### config.mk
export PLATFORM = sky130hd
export DESIGN_NAME = pfbo_ctrl
export DESIGN_NICKNAME = d
export VERILOG_FILES = /design/src/pfbo_pkg.sv /design/src/pfbo_ctrl.sv
export SDC_FILE = /design/constraint.sdc
export NUM_CORES = 1
export LEC_CHECK = 0
export ABC_AREA = 1
export BUFFER_PORTS_ARGS = -buffer_cell sky130_fd_sc_hd__buf_2
export CAP_MARGIN = 20
export CORE_AREA = 5 5 42 44
export CTS_BUF_LIST = sky130_fd_sc_hd__clkbuf_8
export CTS_CLUSTER_SIZE = 25
export DETAILED_ROUTE_END_ITERATION = 7
export DIE_AREA = 0 0 47 49
export HOLD_SLACK_MARGIN = 0.08
export PLACE_DENSITY_LB_ADDON = 0.12
export SLEW_MARGIN = 15
export SYNTH_ARGS = -nofsm -noshare
export SYNTH_HDL_FRONTEND = slang
export SYNTH_SLANG_ARGS = --single-unit
### constraint.sdc
create_clock -name clock -period 1.07 [get_ports clock]
set_input_delay 0.2675 -clock clock [delete_from_list [all_inputs] [get_ports clock]]
set_output_delay 0.2675 -clock clock [all_outputs]
set_load 0.005 [all_outputs]
### src/pfbo_pkg.sv
`default_nettype none
package pfbo_pkg;

   localparam logic OP_OR   = 1'b0;
   localparam logic OP_READ = 1'b1;

   localparam int PAGE_ROWS = 8;

   typedef struct packed {
      logic capture;  // take the input item into the working registers
      logic rd_lo;    // read the byte at the first page
      logic rd_hi;    // read the byte at the next page
      logic wr_lo;    // write back the first page byte
      logic wr_hi;    // write back the next page byte
      logic clr_wr;   // zero one entry of the clearing sweep
      logic load_rsp; // load the result register
   } pfbo_cmd_type;

   typedef struct packed {
      logic op_read;
      logic wr_in_range;
      logic spill_en;
      logic clr_last;
      logic rsp_free;
   } pfbo_status_type;

endpackage
`default_nettype wire

### src/pfbo_ctrl.sv
`default_nettype none
module pfbo_ctrl import pfbo_pkg::*; (
   input  wire logic            clock,
   input  wire logic            reset,
   input  wire logic            req_valid,
   output logic                 req_stall,
   input  wire pfbo_status_type status,
   output pfbo_cmd_type         cmd
);

   typedef enum logic [2:0] {
      ST_CLEAR,
      ST_IDLE,
      ST_ISSUE,
      ST_WLO,
      ST_WHI,
      ST_RESP
   } state_type;

   state_type state_ff;
   state_type state_in;

   assign req_stall = state_ff != ST_IDLE;

   always_comb begin
      cmd      = '0;
      state_in = state_ff;
      case (state_ff)
         ST_CLEAR: begin
            cmd.clr_wr = 1'b1;
            if (status.clr_last) begin
               state_in = ST_IDLE;
            end
         end
         ST_IDLE: begin
            if (req_valid) begin
               cmd.capture = 1'b1;
               state_in    = ST_ISSUE;
            end
         end
         ST_ISSUE: begin
            if (status.op_read) begin
               cmd.rd_lo = 1'b1;
               state_in  = ST_RESP;
            end else if (status.wr_in_range) begin
               cmd.rd_lo = 1'b1;
               state_in  = ST_WLO;
            end else begin
               state_in = ST_IDLE;
            end
         end
         ST_WLO: begin
            // write back the first page, and fetch the next one when bits spill into it
            cmd.wr_lo = 1'b1;
            if (status.spill_en) begin
               cmd.rd_hi = 1'b1;
               state_in  = ST_WHI;
            end else begin
               state_in = ST_IDLE;
            end
         end
         ST_WHI: begin
            cmd.wr_hi = 1'b1;
            state_in  = ST_IDLE;
         end
         ST_RESP: begin
            // hold until the result register is free
            if (status.rsp_free) begin
               cmd.load_rsp = 1'b1;
               state_in     = ST_IDLE;
            end
         end
         default: begin
            state_in = ST_IDLE;
         end
      endcase
   end

   always_ff @(posedge clock) begin
      if (reset) begin
         state_ff <= ST_CLEAR;
      end else begin
         state_ff <= state_in;
      end
   end

endmodule
`default_nettype wire

Word-level counts from Yosys, hierarchy flattened
Cells that the tools add are included.
Cells by class
  eq/ne operators: 9
  muxes and demuxes: 18
  reduce and logical (&&, ||, !) cells: 2
Operators with widths (count)
  $mux W3: 5
  $pmux W3 S5: 1
  $mux W1: 10
  $eq A3 B2 Y1 const B: 2
  $eq A3 B3 Y1 const B: 2
  $ne A2 B2 Y1 const B: 3
  $mux W2: 2
  $eq A3 B1 Y1 const B: 1
  $logic_not A3 Y1: 1
  $ne A3 B1 Y1 const B: 1
  $reduce_and A3 Y1: 1
Word-level totals
  logic and storage cells: 30
  input port bits: 8
  register bits: 3

Logic depth before layout (Yosys ltp)
Gate-level depths: netlist of run 1.
  depth in word-level cells: 3
  gate-level depth with buffers: 6
  mapped depth without buffers: 5

Least setup slack after synthesis of run 1
No wires, ideal clock.
  path kind: register -> output
  start point: register state_ff[0]
  end point: output port cmd[1] (netlist bit)
  arrival: 0.685 ns
  setup slack: 0.117 ns
  stages on the path, launching flop included: 5
  required time: 0.802 ns
  cell sequence: dfxtp_1 > buf_6 > nor2_2 > inv_1 > nor2_1
RTL lines
  from (decl): line pfbo_ctrl.sv:20  | state_type state_ff;
  from (signal assigned): line pfbo_ctrl.sv:83  | state_ff <= state_in;
  to (decl): line pfbo_ctrl.sv:8  | output pfbo_cmd_type cmd

==> results.py, run 1 <==
metrics = {
    "clock_network": {
        "cts.sinks": 3,
        "cts_max_level": 1,
        "cts_buffer_depth": 2,
        "cts_hold_buffers": 0,
        "path_clk_slew_ns": 0.03,
        "cts_tree": "built",
        "root_buffer": "clkbuf_8",
        "cts_buffers": 3,
        "clock_latency_ns": 0.21,
    },
    "hold_path": {
        "min_path_type": "primary input to flip-flop",
    },
    "floorplanning": {
        "die-area_um2": 2300,
        "num_rows": 14,
        "fp.dieH_um": 49,
        "core_area_um2": 1400,
        "io_pins": 16,
        "die_x_um": 47,
        "start_util_pct": 18.2,
    },
    "synthesis": {
        "syn_nets": 51,
        "ys_seq_area_share_pct": 23.5,
        "ys.warnings.count": 0,
        "ys_ff_latch": 3,
        "synth_cell_types": 13,
        "syn_area_per_cell_um2": 5.94,
        "syn_inst": 43,
        "syn-cell-area_um2": 255,
    },
    "timing": {
        "finClkSkew_ns": 0.000223,
        "period_share_pct": 114,
        "slew_violations": 0,
        "setup_ws_ns": -0.145,
        "rsz0062_at_grt": "yes",
        "setup_viol": 8,
        "max_slew.worst_pin.slew_ns": 0.174,
        "maxSlewHeadroom_pct": 88.4,
        "fin_crit_ns": 1.21,
        "fmax_mhz": 823,
        "hold_viol_final": 0,
        "worst_hold_slack_ns": 0.315,
    },
    "drt": {
        "wl_per_cell_um": 9.23,
        "wl_met3_um": 69,
        "detail_route.first_pass.iterations": 4,
        "routed_wl_um": 766,
        "first_iter_violations": 9,
        "wl_met2_um": 384,
        "met1_length_um": 294,
        "drc": 0,
        "ant_nets": 0,
        "vias_per_cell": 4.18,
        "top_layer": "met4",
        "vias": 347,
    },
    "cells_and_area": {
        "reg_top3": "state_ff x3",
        "nets": 76,
        "drive_above_1_share_pct": 58.2,
        "final_cell_mix": "buf_2 (15), inv_1 (9), nor2_1 (8)",
        "largest_reg_flops": 3,
        "n_antenna_cell": 0,
        "n_fill_cell": 164,
        "finalNonFillerCells": 83,
        "area_growth_pct": 92.6,
        "final_area_um2": 492,
        "final_common_cell": "buf_2",
        "top_register": "state_ff",
    },
    "placement": {
        "routabilityCongestion": 0.719,
        "postPlaceCellArea_um2": 354,
        "placedCellCount": 75,
        "place.detailed.hpwl_um": 586,
        "portBuffers": 15,
    },
    "setup_path": {
        "crit_arrival_ns": 0.95,
        "worst_setup_path_start_kind": "flip-flop",
        "end_kind": "output pin",
        "criticalPathCategory": "flip-flop to output pin",
        "cp.required_ns": 0.80,
        "cp_max_fo": 3,
    },
    "global_route": {
        "grt_pass1_wl_um": 1350,
        "antenna_found_initial": 0,
        "grt_pass1_vias": 348,
        "gr-usage-all-layers_pct": 8.44,
        "grt_max_degree": 8,
        "grt.overflow.total": 0,
    },
    "outcome": {
        "status": "finished, violations left",
        "violations": "negative setup slack",
    },
    "flow_run": {
        "max-cap-violations": 0,
    },
    "pwr": {
        "p_leak_nw": 0.282,
        "power_density_nw_per_um2": 1610,
        "peakVddDrop_uv": 469,
    },
}
synthesized netlist by cell type, drive strengths merged:
| library cell | n | area [um^2] |
|---|---|---|
| o211ai | 1 | 7.51 |
| o21ai | 3 | 15.0 |
| nand2 | 2 | 7.51 |
| nor2 | 11 | 43.8 |
| inv | 12 | 45.1 |
| dfxtp | 3 | 60.1 |
| buf | 1 | 11.3 |
| nand4 | 4 | 25.0 |
| nor3 | 1 | 5.00 |
| nand3 | 5 | 35.0 |
cells by family after synthesis:
group | after synthesis | synth area share (%)
flip-flops | 3 | 23.5
AND/OR/NAND/NOR | 23 | 45.6
AO/OA/AOI/OAI | 4 | 8.82
buffers and inverters | 13 | 22.1
worst paths after layout:
path,startpoint,to,slack [ns],depth (start not counted)
setup / recovery,state_ff[2],cmd[0],-0.14,4
hold / removal,reset,state_ff[0],0.32,4
setup reg to reg,state_ff[1],state_ff[1],0.05,6
hold reg to reg,state_ff[1],state_ff[1],0.69,4
cell type report:
cell class                 count  area, um^2  share of cell area (%)
inverter                      12        52.6                    10.7
timing repair buffer          21         131                    26.7
tap                           16        20.0                    4.07
multi-input combinational     27         171                    34.9
clock inverter                 1        3.75                   0.763
clock buffer                   3        41.3                    8.40
sequential                     3        71.3                    14.5
what timing repair did:
item,in CTS,in global routing
setup buffers,3,2
pin swaps,2,7
cloned,0,0
setup endpoints to repair,8,10
resized for setup,10,11
stage by stage:
stage | total power, mW | utilization (%) | TNS [ns] | setup WS (ns)
after global routing | 0.873 | 35.1 | -1.58 | -0.218
after detailed placement | 0.374 | 25.3 | -0.0200 | -0.0110
after floorplan | 0.301 | - | 0 | 0.117
after global placement | 0.378 | 25.3 | 0 | 0.00183
final | 0.791 | 35.1 | -1.03 | -0.145
after CTS | 0.739 | 32.1 | -1.05 | -0.153
power breakdown:
group | internal (mW) | switching, mW
Clock | 0.244 | 0.0698
Combinational | 0.155 | 0.142
Sequential | 0.137 | 0.0424
layer usage:
metal,track usage [%],vias to the layer above
met5,0,-
met4,8.29,0
met3,2.58,2
met2,12.4,13
met1,8.75,148
li1,-,184
worst max-delay path: stages, from the launching register on:
cell	delay (ns)
dfxtp_4	0.37
buf_6	0.11
nand3_1	0.07
nor2_1	0.08
buf_2	0.11
Note: power is estimated with default switching activity, not from simulation.
==> inputs of run 2 (changes only) <==
Settings changed: ABC_AREA 1 to unset, CAP_MARGIN 20 to unset.
==> run 2 against run 1 <==
Net effect: the flow still finishes with violations (negative setup slack); synthesized cell count is 30% lower; clock skew up 0.00058 ns; critical path depth did not move; setup slack worse by 0.077 ns; highest routed layer unchanged; critical endpoint is now req_stall; sequential power is 28% lower; largest cell class unchanged; die area is the same; hold slack worse by 0.059 ns; sequential share of layout area rose by 1.7 points; non-clock buffer count decreased by 2; fmax shrank 5.9%; largest power group unchanged; flip-flop and latch count stayed put.
==> results.py, run 2 <==
metrics = {
    "synthesis": {
        "synth.area.top_cells": "dfxtp_1 (23%), nand2b_4 (11%), buf_12 (7.7%), nor2_1 (7.2%), mux2_4 (5.7%)",
        "ys.warnings.count": 0,
        "synth_edf_count": 0,
        "async_flop_share_pct": 0,
        "syn_area_per_cell_um2": 8.72,
        "synth.most_common_cell": "nor2_1",
        "syn-cell-area_um2": 262,
        "synth_cell_types": 21,
        "synth_largest_area_cell": "dfxtp_1",
        "syn_nets": 38,
        "ys_top_cells_by_count": "nor2_1 (5), dfxtp_1 (3), nand2_1 (3)",
        "syn_inst": 30,
        "ys_seq_area_share_pct": 23.0,
        "ys.flop_type": "dfxtp_1",
        "synth_top_area_share_pct": 23.0,
        "ys_ff_latch": 3,
    },
    "timing": {
        "maxSlewHeadroom_pct": 90.4,
        "finClkSkew_ns": 0.000801,
        "period_share_pct": 121,
        "slew_violations": 0,
        "fmax_mhz": 774,
        "setup_viol": 8,
        "max_slew.worst_pin.slew_ns": 0.144,
        "hold_viol_final": 0,
        "rsz0062_at_grt": "yes",
        "setup_ws_ns": -0.222,
        "fin_crit_ns": 1.29,
        "worst_hold_slack_ns": 0.257,
    },
    "setup_path": {
        "crit_arrival_ns": 1.02,
        "worst_setup_path_start_kind": "flip-flop",
        "end_kind": "output pin",
        "reg2reg_from": "state_ff[0]",
        "rr_worst_depth": 3,
        "cp_max_fo": 6,
        "critPathTopFamily": "flip-flops",
        "crit_slowest_cell": "dfxtp_4",
        "max_stage_delay_ns": 0.36,
        "worstReg2RegEnd": "state_ff[1]",
        "path_depth": 4,
        "r2r_slack_ns": 0.09,
        "crit_buf_inv": 2,
        "criticalPathCategory": "flip-flop to output pin",
        "path_cells": "inv_4 > nand2_2 > or2_1 > buf_2",
        "cp.required_ns": 0.80,
    },
    "pwr": {
        "power_density_nw_per_um2": 1270,
        "peakVddDrop_uv": 322,
        "p_leak_nw": 0.207,
        "pwr-share-comb_pct": 17.7,
        "seqPwrFrac_pct": 23.9,
        "switching_share_pct": 22.9,
        "clock_power_share_pct": 58.4,
        "intPower_uw": 416,
        "p_sw_uw": 124,
    },
    "clock_network": {
        "cts_tree": "built",
        "cts_buffer_depth": 2,
        "path_clk_slew_ns": 0.03,
        "root_buffer": "clkbuf_8",
        "clock_latency_ns": 0.21,
        "cts_hold_buffers": 0,
        "cts_buffers": 3,
        "cts.sinks": 3,
        "cts_max_level": 1,
    },
    "flow_run": {
        "max-cap-violations": 0,
    },
    "drt": {
        "drc": 0,
        "vias": 283,
        "wl_per_cell_um": 10.8,
        "first_iter_violations": 1,
        "vias_per_cell": 4.22,
        "detail_route.first_pass.iterations": 2,
        "ant_nets": 0,
        "routed_wl_um": 722,
    },
    "global_route": {
        "gr-usage-all-layers_pct": 7.67,
        "grt_max_degree": 11,
        "antenna_found_initial": 0,
        "grt_pass1_vias": 274,
        "grt.overflow.total": 0,
        "use_met2_pct": 9.28,
        "grt_pass1_wl_um": 1180,
        "busiest_layer": "met2",
        "use_met3_pct": 3.69,
        "grt.met1_usage_pct": 8.77,
    },
    "cells_and_area": {
        "largest_reg_flops": 3,
        "drive_above_1_share_pct": 68.6,
        "reg_top3": "state_ff x3",
        "final_core_utilization_pct": 30.3,
        "n_fill_cell": 163,
        "top_register": "state_ff",
        "final_common_cell": "buf_2",
        "area_growth_pct": 62.2,
        "final_cell_mix": "buf_2 (15), buf_4 (4), nor2_1 (3), clkbuf_8 (3)",
        "n_antenna_cell": 0,
        "nets": 60,
    },
    "floorplanning": {
        "io_pins": 16,
        "core_area_um2": 1400,
        "die_x_um": 47,
        "die-area_um2": 2300,
        "num_rows": 14,
        "fp.dieH_um": 49,
        "start_util_pct": 18.7,
    },
    "hold_path": {
        "hold_end": "state_ff[1]",
        "hold_start": "reset",
        "hold_depth": 2,
        "min_path_type": "primary input to flip-flop",
    },
    "outcome": {
        "violations": "negative setup slack",
        "status": "finished, violations left",
    },
    "placement": {
        "place.detailed.hpwl_um": 562,
        "routabilityCongestion": 0.759,
        "portBuffers": 15,
    },
}
run 2: kinds of logic (layout without fill, tap and decap cells):
| family | after synthesis | in the layout | synth area share, % |
|---|---|---|---|
| compound gates | 5 | 5 | 14.4 |
| buf+inv | 3 | 24 | 13.4 |
| flops | 3 | 3 | 23.0 |
| mux | 1 | 1 | 5.74 |
| simple gates | 18 | 18 | 43.5 |
run 2: metrics by stage:
stage	area (um^2)	TNS, ns	setup WS, ns	std cells	power (mW)
after floorplan	262	0	0.0755	30	0.192
after global placement	340	-0.328	-0.0688	61	0.221
after detailed placement	340	-0.420	-0.0776	61	0.221
after CTS	397	-1.38	-0.240	65	0.544
after global routing	424	-1.76	-0.264	67	0.586
final	424	-1.29	-0.222	67	0.539
run 2: timing repair:
action	4_1_cts	5_1_grt
buffers inserted	0	2
endpoints found under the setup margin	9	8
gates resized for setup	6	4
run 2: power by group through the flow:
stage	sequential [mW]	clock, mW	combinational (mW)
after global routing	0.131	0.350	0.106
after global placement	0.132	0	0.0896
after detailed placement	0.132	0	0.0893
final	0.129	0.315	0.0954
after floorplan	0.125	0	0.0672
after CTS	0.129	0.325	0.0903
run 2: metal layers:
| layer | share of wire [%] | vias to the layer above | wire (um) |
|---|---|---|---|
| met1 | 43 | 125 | 314 |
| met2 | 46 | 12 | 330 |
| met5 | 0 | - | 0 |
| li1 | - | 144 | - |
| met3 | 7.9 | 2 | 57 |
| met4 | 2.6 | 0 | 19 |
run 2: worst max path at each step:
stage	from	endpoint	slack (ns)
final	state_ff[2]	req_stall	-0.22
after global routing	state_ff[0]	cmd[1]	-0.26
after CTS	state_ff[2]	req_stall	-0.24
after detailed placement	state_ff[2]	req_stall	-0.08
after global placement	state_ff[1]	cmd[4]	-0.07
after floorplan	state_ff[0]	req_stall	0.08
run 2: worst reg2reg max path: stages (launching register included):
cell and delay [ns]:
dfxtp_2 0.38, buf_4 0.14, mux2_4 0.29, nor3_2 0.09
run 2: final cells by class:
class | instances | area, um^2 | share of cell area, %
clock inverters | 1 | 3.75 | 0.885
multi-input cells | 24 | 179 | 42.2
flip-flops and latches | 3 | 68.8 | 16.2
clock buffers | 3 | 41.3 | 9.73
inverters | 1 | 6.26 | 1.47
well taps | 16 | 20.0 | 4.72
repair buffers | 19 | 105 | 24.8
